### src/hdl/sort64_pkg.sv
// shared types and constants of the 64-key sorter
// no dependencies
package sort64_pkg;

    localparam int KEY_W            = 32;
    localparam int DEFAULT_MAX_KEYS = 64;

    // broadcast control from the sequencer to every cell of the chain
    typedef struct packed {
        logic                     load;   // insert key into the sorted chain
        logic                     shift;  // move every entry one cell toward the head
        logic signed [KEY_W-1:0]  key;    // key being inserted
    } cell_ctrl_t;

endpackage

### src/hdl/sort64_cell.sv
// one cell of the insertion-sort chain: holds one key and its valid flag
// depends on sort64_pkg
module sort64_cell
    import sort64_pkg::*;
(
    input  logic                    aclk,
    input  logic                    aresetn,
    input  cell_ctrl_t              ctrl,
    input  logic                    prev_less,
    input  logic signed [KEY_W-1:0] prev_key,
    input  logic                    prev_valid,
    input  logic signed [KEY_W-1:0] next_key,
    input  logic                    next_valid,
    output logic                    less,
    output logic signed [KEY_W-1:0] key,
    output logic                    valid
);

    logic signed [KEY_W-1:0] key_reg;
    logic signed [KEY_W-1:0] key_next;
    logic                    valid_reg;
    logic                    valid_next;

    // an empty cell ranks above every key
    assign less = !valid_reg || (ctrl.key < key_reg);

    always_comb begin
        key_next   = key_reg;
        valid_next = valid_reg;
        if (ctrl.shift) begin
            key_next   = next_key;
            valid_next = next_valid;
        end else if (ctrl.load && less) begin
            if (prev_less) begin
                key_next   = prev_key;
                valid_next = prev_valid;
            end else begin
                key_next   = ctrl.key;
                valid_next = 1'b1;
            end
        end
    end

    always_ff @(posedge aclk) begin
        key_reg <= key_next;
        if (!aresetn) begin
            valid_reg <= 1'b0;
        end else begin
            valid_reg <= valid_next;
        end
    end

    assign key   = key_reg;
    assign valid = valid_reg;

endmodule

### config.mk
export PLATFORM = sky130hd
export DESIGN_NAME = sort64_cell
export DESIGN_NICKNAME = d
export VERILOG_FILES = /design/src/hdl/sort64_pkg.sv /design/src/hdl/sort64_cell.sv
export SDC_FILE = /design/constraint.sdc
export NUM_CORES = 1
export LEC_CHECK = 0
export BUFFER_PORTS_ARGS = -buffer_cell sky130_fd_sc_hd__clkbuf_2
export CORE_ASPECT_RATIO = 1.25
export CORE_MARGIN = 5
export CORE_UTILIZATION = 30
export DETAILED_ROUTE_END_ITERATION = 12
export SYNTH_ARGS = -nofsm -noshare
export SYNTH_HDL_FRONTEND = slang
export SYNTH_SLANG_ARGS = --single-unit
### constraint.sdc
create_clock -name aclk -period 5.59 [get_ports aclk]
set_input_delay 0.2795 -clock aclk [delete_from_list [all_inputs] [get_ports aclk]]
set_output_delay 0.2795 -clock aclk [all_outputs]
set_load 0.01 [all_outputs]
==> results of run 1 <==
stage by stage:
step	total power, mW	utilization, %
finish	0.7518	41.36
global route	0.8124	41.36
CTS	0.7641	41.36
detailed placement	0.6004	40.47
global placement	0.5941	40.47
floorplan	0.4880	-
routing by layer:
layer,vias up,wire [um],GRT usage (%)
met5,-,0,0
met4,0,67,3.519
met3,5,464,2.968
met2,77,3294,21.96
met1,1019,2837,15.25
li1,1226,-,-
cells in the mapped netlist (2+ instances only):
cell / count
nand2b_1: 2
nand2_1: 43
edfxtp_1: 32
o22ai_1: 2
buf_2: 3
and2_1: 2
clkbuf_1: 8
ha_1: 31
o21ai_0: 35
o21a_1: 3
nor2_1: 4
nand4_1: 4
nor3_1: 2
inv_1: 32
mux2i_1: 33
a21oi_1: 11
path summary, 6_finish.rpt:
kind / from / to / slack, ns / depth (start not counted)
worst min-delay path: next_key[2] / key[2]$_DFFE_PP_ / 0.27 / 3
worst min register to register: valid$_SDFFE_PN0P_ / valid$_SDFFE_PN0P_ / 0.69 / 3
worst max register to register: key[31]$_DFFE_PP_ / key[28]$_DFFE_PP_ / 2.32 / 9
worst max-delay path: key[31]$_DFFE_PP_ / key[28]$_DFFE_PP_ / 2.32 / 9
power groups by stage:
stage | sequential (mW) | combinational, mW | clock, mW
after CTS | 0.332 | 0.265 | 0.168
after global routing | 0.335 | 0.295 | 0.182
after global placement | 0.335 | 0.259 | 0
final | 0.331 | 0.258 | 0.162
after detailed placement | 0.337 | 0.264 | 0
after floorplan | 0.352 | 0.136 | 0
worst reg2reg max path, stage by stage, from the launching register on:
cell,delay (ns)
edfxtp_1,0.35
inv_1,0.05
ha_1,0.45
nand4_4,0.17
nor3_1,0.21
a22oi_1,0.12
o211ai_2,0.18
o22ai_1,0.19
a311oi_4,0.84
buf_4,0.39
cells by family (layout without fill, tap and decap cells):
| logic type | Yosys count | in the layout | share of synthesized area, % |
|---|---|---|---|
| compound gates | 64 | 64 | 14.84 |
| buf+inv | 43 | 175 | 6.423 |
| mux | 33 | 33 | 12.85 |
| simple gates | 65 | 65 | 12.65 |
| fa+ha+maj | 31 | 31 | 15.09 |
| flops | 33 | 33 | 38.15 |
final cells by class:
| class | instances | area (um2) | area share [%] |
|---|---|---|---|
| clock buffers | 5 | 68.82 | 2.008 |
| inverters | 32 | 120.1 | 3.505 |
| multi-input cells | 193 | 1443 | 42.10 |
| clock inverters | 1 | 5.005 | 0.1460 |
| flip-flops and latches | 33 | 980.9 | 28.62 |
| repair buffers | 137 | 688.2 | 20.08 |
| well taps | 97 | 121.4 | 3.541 |
==> key figures, run 1 <==
Floorplanning
  • Rows: 37
  • Initial Util: 31.03%
  • Core Area: 0.008287 mm2
  • Die W: 92.81 um
  • DIE AREA: 0.01053 mm2
  • Num ports: 137
  • Die height: 113.5 um

Critical path
  • CP max stage cell: a311oi_4
  • Crit path arrival time: 3.23 ns
  • Crit Path Category: reg2reg
  • Critical Path, Cell by Cell: inv_1, ha_1, nand4_4, nor3_1, a22oi_1, o211ai_2, o22ai_1, a311oi_4, buf_4
  • Worst Setup End Kind: flip-flop
  • CP max FO: 17
  • Slowest Stage Delay on Critical Path: 0.84 ns
  • CP Launch Type: flip-flop
  • Worst path bufs/invs: 2
  • Critical Path RT: 5.56 ns
  • Delay-heaviest family, CP: compound AO/OA/AOI/OAI gates

Logic synthesis
  • Synth Instances: 269
  • Largest area contributor in the netlist: edfxtp_1
  • Synth area leaders: edfxtp_1 (37%), ha_1 (15%), mux2i_1 (13%)
  • Number of synthesized flops with an enable pin: 32
  • Netlist Area Pre-Place: 0.002571 mm2
  • Ys async rst share: 0%
  • Share of the synthesized area in the top cell type: 37.37%
  • Syn_nets: 403
  • #FFs+latches synth: 33
  • Cell variety after synth: 38
  • Main synth FF type: edfxtp_1
  • Post-Syn Area per Cell: 9.558 um2
  • Post-synthesis sequential area ratio: 38.15%
  • Synth warnings: 0

Layout
  • Max reg flops: 32
  • Fill cells: 837
  • Final Non-Filler Cells: 498
  • Post-route cell area: 0.003427 mm2
  • Share of layout cells above drive strength 1: 37.41%
  • Antenna Diode Count: 0
  • Final net count: 536
  • Commonest non-fill, non-tap cell in the layout: clkbuf_2
  • Most frequent cells in the layout: clkbuf_2 (136), nand2_1 (43), o21ai_0 (35)
  • Area delta synth->final: 33.28%

Clock network
  • Clock root buffer: clkbuf_8
  • Latest clock arrival within the worst-skew pair: 0.28 ns
  • Htree depth: 2
  • Clock Path Buffers: 2
  • Post-CTS setup buffer count: 0
  • CTS resizes: 0
  • CTS tree: done
  • CTS buffer count: 5
  • Hold-fix buffers, CTS: 0
  • Clock Pin Slew Worst Setup and Hold Paths: 0.07 ns
  • CTS Sinks: 33

Pwr
  • Clock power frac: 21.6%
  • Sw Share: 31.93%
  • Switch Pwr: 0.2400 mW
  • Worst vdd ir: 0.00008944 V
  • Combinational Power Share: 34.4%
  • Flop pwr share: 44.0%
  • Leak Pwr: 1.793 nW
  • Internal: 0.5117 mW
  • P per Cell Area: 219.4 mW/mm2

Timing
  • Max Clock Skew: 0.006507 ns
  • Slew HR: 27.95%
  • Final setup margin: 2.324 ns
  • Period utilization: 58.43%
  • Hold_ws: 0.2737 ns
  • Fmax: 306.2 MHz
  • Setup_tns: 0 ns
  • RSZ-0062 raised after global routing: no
  • Count of pins over their slew limit: 0
  • Worst-Margin Slew: 1.081 ns
  • Crit path time final: 3.266 ns
  • Final setup vio count: 0
  • Final Hold Violating Endpoints: 0

Detailed routing
  • Final Routed Wirelength: 6.664 mm
  • Routed length per instance: 13.38 um
  • Final ANT Viol Nets: 0
  • Drt first pass iters: 3
  • Detailed-route vias per instance: 4.673
  • DRC: 0
  • Routed vias: 2327
  • Iteration-0 DRC Markers: 45

Global routing
  • GRT Residual Overflow: 0
  • Antenna violations before repair: 0
  • Largest net degree at the start of global routing: 68
  • Vias in the first global route: 2233
  • Global-route wire length before repair: 10.63 mm
  • GRT Util Overall: 12.53%

Placement
  • Post-DP HPWL: 5.652 mm
  • Placer congestion estimate: 0.7669
  • Post-Place Setup Slack: 2.230 ns
  • I/O Buffers: 136
  • Placed cell areas: 0.003353 mm2
  • Inst Count DP: 492

Hold path
  • Hold Path Class: in2reg

Run
  • Max_cap viols: 0

Run status
  • Status: finished, final reports clean
Power figures use the tool's default switching activity.
==> run 2, diff against run 1 <==
==> constraint.sdc (replaced) <==
create_clock -name aclk -period 2.6 [get_ports aclk]
set_input_delay 0.13 -clock aclk [delete_from_list [all_inputs] [get_ports aclk]]
set_output_delay 0.13 -clock aclk [all_outputs]
set_load 0.01 [all_outputs]
==> key figures, run 2 (same netlist as run 1, synthesis figures left out) <==
Clock network
  • Clock Path Buffers: 2 (unchanged)
  • Clock root buffer: clkbuf_8 (unchanged)
  • CTS tree: done (unchanged)
  • CTS Sinks: 33 (unchanged)
  • Latest clock arrival within the worst-skew pair: 0.28 ns (about the same)
  • Htree depth: 2 (unchanged)
  • CTS buffer count: 5 (unchanged)
  • Clock Pin Slew Worst Setup and Hold Paths: 0.07 ns (about the same)

Critical path
  • CP Launch Point: key[7]$_DFFE_PP_ (was key[31]$_DFFE_PP_)
  • Crit path arrival time: 2.36 ns (was 3.23 ns)
  • CP Launch Type: flip-flop (unchanged)
  • Critical R2R Launch: key[7]$_DFFE_PP_ (was key[31]$_DFFE_PP_)
  • Critical Path RT: 2.47 ns (was 5.56 ns)
  • Worst Setup End Kind: primary output (was flip-flop)
  • Setup slack, reg-to-reg: 0.16 ns (was 2.32 ns)
  • End of the worst register-to-register path: key[1]$_DFFE_PP_ (was key[28]$_DFFE_PP_)
  • CP max FO: 3 (was 17)
  • Crit Path Category: reg2out (was reg2reg)
  • Reg2reg path depth: 9 (unchanged)

Detailed routing
  • Routed length per instance: 14.20 um (was 13.38 um)
  • Detailed-route vias per instance: 4.733 (was 4.673)
  • Final ANT Viol Nets: 0 (unchanged)
  • Routed vias: 2395 (was 2327)
  • DRC: 0 (unchanged)
  • Iteration-0 DRC Markers: 74 (was 45)
  • Final Routed Wirelength: 7.184 mm (was 6.664 mm)
  • Drt first pass iters: 4 (was 3)

Run status
  • Status: finished, final reports clean (unchanged)

Placement
  • Placer congestion estimate: 0.7100 (was 0.7669)
  • Inst Count DP: 497 (was 492)
  • Post-DP HPWL: 6.017 mm (was 5.652 mm)
  • I/O Buffers: 136 (unchanged)

Timing
  • Setup_tns: 0 ns (unchanged)
  • Count of pins over their slew limit: 0 (unchanged)
  • Hold_ws: 0.1266 ns (was 0.2737 ns)
  • Final Hold Violating Endpoints: 0 (unchanged)
  • RSZ-0062 raised after global routing: yes (was no)
  • Final setup vio count: 0 (unchanged)
  • Crit path time final: 2.490 ns
  • Period utilization: 95.78%
  • Slew HR: 57.52% (was 27.95%)
  • Worst-Margin Slew: 0.6373 ns (was 1.081 ns)
  • Fmax: 401.6 MHz
  • Max Clock Skew: 0.004339 ns (was 0.006507 ns)

Pwr
  • Internal: 1.139 mW (was 0.5117 mW)
  • P per Cell Area: 469.7 mW/mm2 (was 219.4 mW/mm2)
  • Clock power frac: 21.5% (was 21.6%)
  • Flop pwr share: 42.2% (was 44.0%)
  • Combinational Power Share: 36.3% (was 34.4%)
  • Sw Share: 32.40% (was 31.93%)
  • Leak Pwr: 1.829 nW (was 1.793 nW)
  • Worst vdd ir: 0.0001653 V (was 0.00008944 V)
  • Switch Pwr: 0.5460 mW (was 0.2400 mW)
  • Pwr Total: 1.685 mW (was 0.7518 mW)

Hold path
  • Worst Hold End: key[27]$_DFFE_PP_ (was key[2]$_DFFE_PP_)
  • Min-delay src: next_key[27] (was next_key[2])
  • Hold Path Class: in2reg (unchanged)
  • Worst hold path depth: 3 (unchanged)

Global routing
  • GRT Residual Overflow: 0 (unchanged)
  • Antenna violations before repair: 0 (unchanged)
  • Vias in the first global route: 2427 (was 2233)
  • GRT Util Overall: 13.47% (was 12.53%)
  • Global-route wire length before repair: 11.32 mm (was 10.63 mm)
  • Largest net degree at the start of global routing: 33 (was 68)

Layout
  • Final net count: 543 (was 536)
  • Commonest non-fill, non-tap cell in the layout: clkbuf_2 (unchanged)
  • Most frequent cells in the layout: clkbuf_2 (135), nand2_1 (43), o21ai_0 (35) (was clkbuf_2 (136), nand2_1 (43), o21ai_0 (35))
  • Fill cells: 838 (was 837)
  • Antenna Diode Count: 0 (unchanged)
  • Final Non-Filler Cells: 506 (was 498)
  • Area delta synth->final: 39.56% (was 33.28%)
  • Share of layout cells above drive strength 1: 41.56% (was 37.41%)
  • Max reg flops: 32 (unchanged)

Floorplanning
  • Initial Util: 31.03% (unchanged)
  • Rows: 37 (unchanged)
  • Die W: 92.81 um (unchanged)
  • Die height: 113.5 um (unchanged)
  • Core Area: 0.008287 mm2 (unchanged)
  • Num ports: 137 (unchanged)
  • DIE AREA: 0.01053 mm2 (unchanged)

Run
  • Max_cap viols: 0 (unchanged)
[run 2: changes by cell type in the layout (fill, tap and decap cells not counted), moves of 3 or more]
| cell | previous run | this run |
|---|---|---|
| inv_2 | 0 | 3 |
| ha_4 | 0 | 5 |
| ha_1 | 31 | 26 |
| inv_1 | 32 | 29 |
| buf_4 | 1 | 7 |
[run 2: power by group through the flow]
| stage | logic [mW] | registers [mW] | clock network (mW) |
|---|---|---|---|
| after floorplan | 0.319 | 0.755 | 0 |
| after global placement | 0.592 | 0.720 | 0 |
| after detailed placement | 0.604 | 0.723 | 0 |
| after CTS | 0.607 | 0.712 | 0.378 |
| after global routing | 0.692 | 0.721 | 0.402 |
| final | 0.612 | 0.711 | 0.363 |
[run 2: how the worst max path moves through the flow]
stage	endpoint	slack [ns]	depth (start not counted)
finish	less	0.11	9
global route	less	-0.05	9
CTS	less	0.0007	9
detailed placement	key[30]$_DFFE_PP_	0.16	9
global placement	key[6]$_DFFE_PP_	0.20	9
floorplan	key[0]$_DFFE_PP_	-0.28	8
[run 2: repair_timing]
item | 4_1_cts | 5_1_grt
buffers inserted | 0 | 2
gates resized for setup | 0 | 6
setup endpoints to repair | 0 | 1
hold buffers | 0 | 0
endpoints found under the hold margin | 0 | 0
[run 2: area by class of cell]
| class | instances | area [um2] | share of cell area (%) |
|---|---|---|---|
| clock buffer | 6 | 72.57 | 2.022 |
| clock inverter | 1 | 3.754 | 0.1046 |
| inverter | 32 | 120.1 | 3.347 |
| multi-input combinational | 193 | 1536 | 42.82 |
| sequential | 33 | 980.9 | 27.34 |
| tap | 97 | 121.4 | 3.382 |
| timing repair buffer | 144 | 753.2 | 20.99 |
[run 2: critical path, cell delays in order, from the launching register on]
cell,delay [ns]
edfxtp_1,0.39
inv_2,0.08
ha_4,0.19
and3_4,0.18
a221oi_2,0.26
o31ai_2,0.12
a22oi_2,0.25
nor2b_4,0.21
mux2i_2,0.24
buf_2,0.16
[run 2: layer usage]
| metal | track usage [%] | routed length (um) |
|---|---|---|
| met4 | 2.933 | 63 |
| met3 | 3.826 | 564 |
| met5 | 0 | 0 |
| met2 | 24.12 | 3593 |
| met1 | 15.93 | 2962 |
[run 2: stage by stage]
step,setup WS [ns],cell area [um2],utilization [%]
2_1_floorplan,-0.2813,2649,-
3_3_place_gp,0.2035,3463,41.79
3_5_place_dp,0.1605,3463,41.79
4_1_cts,0.0006688,3540,42.71
5_1_grt,-0.05146,3588,43.30
6_report,0.1098,3588,43.30
==> run 3, diff against run 2 <==
==> constraint.sdc (replaced) <==
create_clock -name aclk -period 2.1 [get_ports aclk]
set_input_delay 0.105 -clock aclk [delete_from_list [all_inputs] [get_ports aclk]]
set_output_delay 0.105 -clock aclk [all_outputs]
set_load 0.01 [all_outputs]
==> key figures, run 3 (same netlist as run 1, synthesis figures left out) <==
Run status
  • Status: finished with violations (was finished, final reports clean)
  • Failing checks: negative setup slack

Layout
  • Final Non-Filler Cells: 548 (was 506)
  • Max reg flops: 32 (unchanged)
  • Commonest non-fill, non-tap cell in the layout: clkbuf_2 (unchanged)
  • Final net count: 584 (was 543)
  • Share of layout cells above drive strength 1: 47.45% (was 41.56%)
  • Antenna Diode Count: 0 (unchanged)
  • Most frequent cells in the layout: clkbuf_2 (135), nand2_1 (43), buf_4 (43) (was clkbuf_2 (135), nand2_1 (43), o21ai_0 (35))
  • Area delta synth->final: 53.72% (was 39.56%)
  • Fill cells: 825 (was 838)

Timing
  • RSZ-0062 raised after global routing: yes (unchanged)
  • Period utilization: 116.3%
  • Final setup vio count: 34 (was 0)
  • Hold_ws: 0.1076 ns (was 0.1266 ns)
  • Final setup margin: -0.3414 ns (was 0.1098 ns)
  • Max Clock Skew: 0.003667 ns (was 0.004339 ns)
  • Worst-Margin Slew: 0.3465 ns (was 0.6373 ns)
  • Crit path time final: 2.441 ns
  • Final Hold Violating Endpoints: 0 (unchanged)
  • Slew HR: 76.85% (was 57.52%)
  • Fmax: 409.6 MHz
  • Count of pins over their slew limit: 0 (unchanged)

Clock network
  • Clock Path Buffers: 2 (unchanged)
  • Hold-fix buffers, CTS: 0 (unchanged)
  • CTS tree: done (unchanged)
  • Clock root buffer: clkbuf_8 (unchanged)
  • CTS Sinks: 33 (unchanged)
  • Latest clock arrival within the worst-skew pair: 0.28 ns (about the same)
  • Clock Pin Slew Worst Setup and Hold Paths: 0.06 ns (was 0.07 ns)
  • Htree depth: 2 (unchanged)
  • CTS buffer count: 5 (unchanged)

Floorplanning
  • Die height: 113.5 um (unchanged)
  • Initial Util: 31.03% (unchanged)
  • Die W: 92.81 um (unchanged)
  • Num ports: 137 (unchanged)
  • Core Area: 0.008287 mm2 (unchanged)
  • DIE AREA: 0.01053 mm2 (unchanged)
  • Rows: 37 (unchanged)

Detailed routing
  • Routed length per instance: 13.08 um (was 14.20 um)
  • Routed vias: 2523 (was 2395)
  • Drt first pass iters: 4 (unchanged)
  • Final Routed Wirelength: 7.167 mm (was 7.184 mm)
  • Iteration-0 DRC Markers: 76 (was 74)
  • Detailed-route vias per instance: 4.604 (was 4.733)
  • Final ANT Viol Nets: 0 (unchanged)
  • DRC: 0 (unchanged)

Critical path
  • Crit path arrival time: 2.43 ns (was 2.36 ns)
  • CP Launch Type: flip-flop (unchanged)
  • Worst Setup End Kind: flip-flop (was primary output)
  • Critical Path RT: 2.09 ns (was 2.47 ns)
  • CP max FO: 11 (was 3)
  • Reg2reg path depth: 11 (was 9)
  • Crit Path Category: reg2reg (was reg2out)

Hold path
  • Hold Path Class: in2reg (unchanged)
  • Worst hold path depth: 3 (unchanged)

Placement
  • Inst Count DP: 530 (was 497)
  • Post-Place Setup Slack: -0.2426 ns (was 0.1605 ns)
  • I/O Buffers: 136 (unchanged)
  • Post-DP HPWL: 6.084 mm (was 6.017 mm)
  • Placer congestion estimate: 0.7150 (was 0.7100)

Pwr
  • Leak Pwr: 2.044 nW (was 1.829 nW)
  • Worst vdd ir: 0.0002755 V (was 0.0001653 V)
  • Pwr Total: 2.347 mW (was 1.685 mW)
  • P per Cell Area: 593.7 mW/mm2 (was 469.7 mW/mm2)

Global routing
  • Largest net degree at the start of global routing: 34 (was 33)
  • Antenna violations before repair: 0 (unchanged)
  • Global-route wire length before repair: 11.41 mm (was 11.32 mm)
  • GRT Residual Overflow: 0 (unchanged)
  • Vias in the first global route: 2561 (was 2427)
  • GRT Util Overall: 13.28% (was 13.47%)

Run
  • Max_cap viols: 0 (unchanged)
## run 3: area by class of cell
type,instances,area [um2],share of cell area [%]
flip-flops and latches,33,980.9,24.82
repair buffers,185,1074,27.16
multi-input cells,193,1550,39.22
clock inverters,2,33.78,0.8547
well taps,97,121.4,3.071
clock buffers,6,72.57,1.836
inverters,32,120.1,3.039
## run 3: stage by stage
stage | utilization (%) | cell area, um2 | setup TNS, ns
2_1_floorplan | - | 2649 | -25.00
3_3_place_gp | 44.78 | 3711 | -6.873
3_5_place_dp | 44.78 | 3711 | -7.635
4_1_cts | 47.26 | 3916 | -11.54
5_1_grt | 47.70 | 3953 | -16.24
6_report | 47.70 | 3953 | -10.95
## run 3: where the power goes
group          switching [mW]  internal [mW]
combinational           0.431          0.466
sequential             0.0436          0.834
clock                   0.221          0.350
total                   0.696           1.65
## run 3: timing repair
action / CTS / global route
pin swaps: 11 / 1
gates cloned: 0 / 1
endpoints found under the setup margin: 33 / 34
gates resized for setup: 8 / 4
setup buffers: 6 / 3
## run 3: path summary, 6_finish.rpt
kind | startpoint | end | slack, ns
worst max-delay path | key[27]$_DFFE_PP_ | key[30]$_DFFE_PP_ | -0.34
worst min-delay path | next_key[26] | key[26]$_DFFE_PP_ | 0.11
worst max register to register | key[27]$_DFFE_PP_ | key[30]$_DFFE_PP_ | -0.34
worst min register to register | valid$_SDFFE_PN0P_ | valid$_SDFFE_PN0P_ | 0.70
## run 3: worst max-delay path, stage by stage, from the launching register on
cell	delay (ns)
edfxtp_1	0.36
inv_2	0.05
ha_4	0.27
nand4_1	0.18
buf_4	0.20
nor3_2	0.11
a22oi_2	0.10
o211ai_2	0.10
buf_6	0.15
o22ai_2	0.09
a311oi_4	0.31
buf_6	0.22
## run 3: per-layer routing
metal,up-vias,GRT usage [%],part of all wire [%]
li1,1324,-,-
met1,1109,15.00,40
met2,84,24.56,50
met3,6,3.826,8.5
met4,0,2.933,0.89
met5,-,0,0
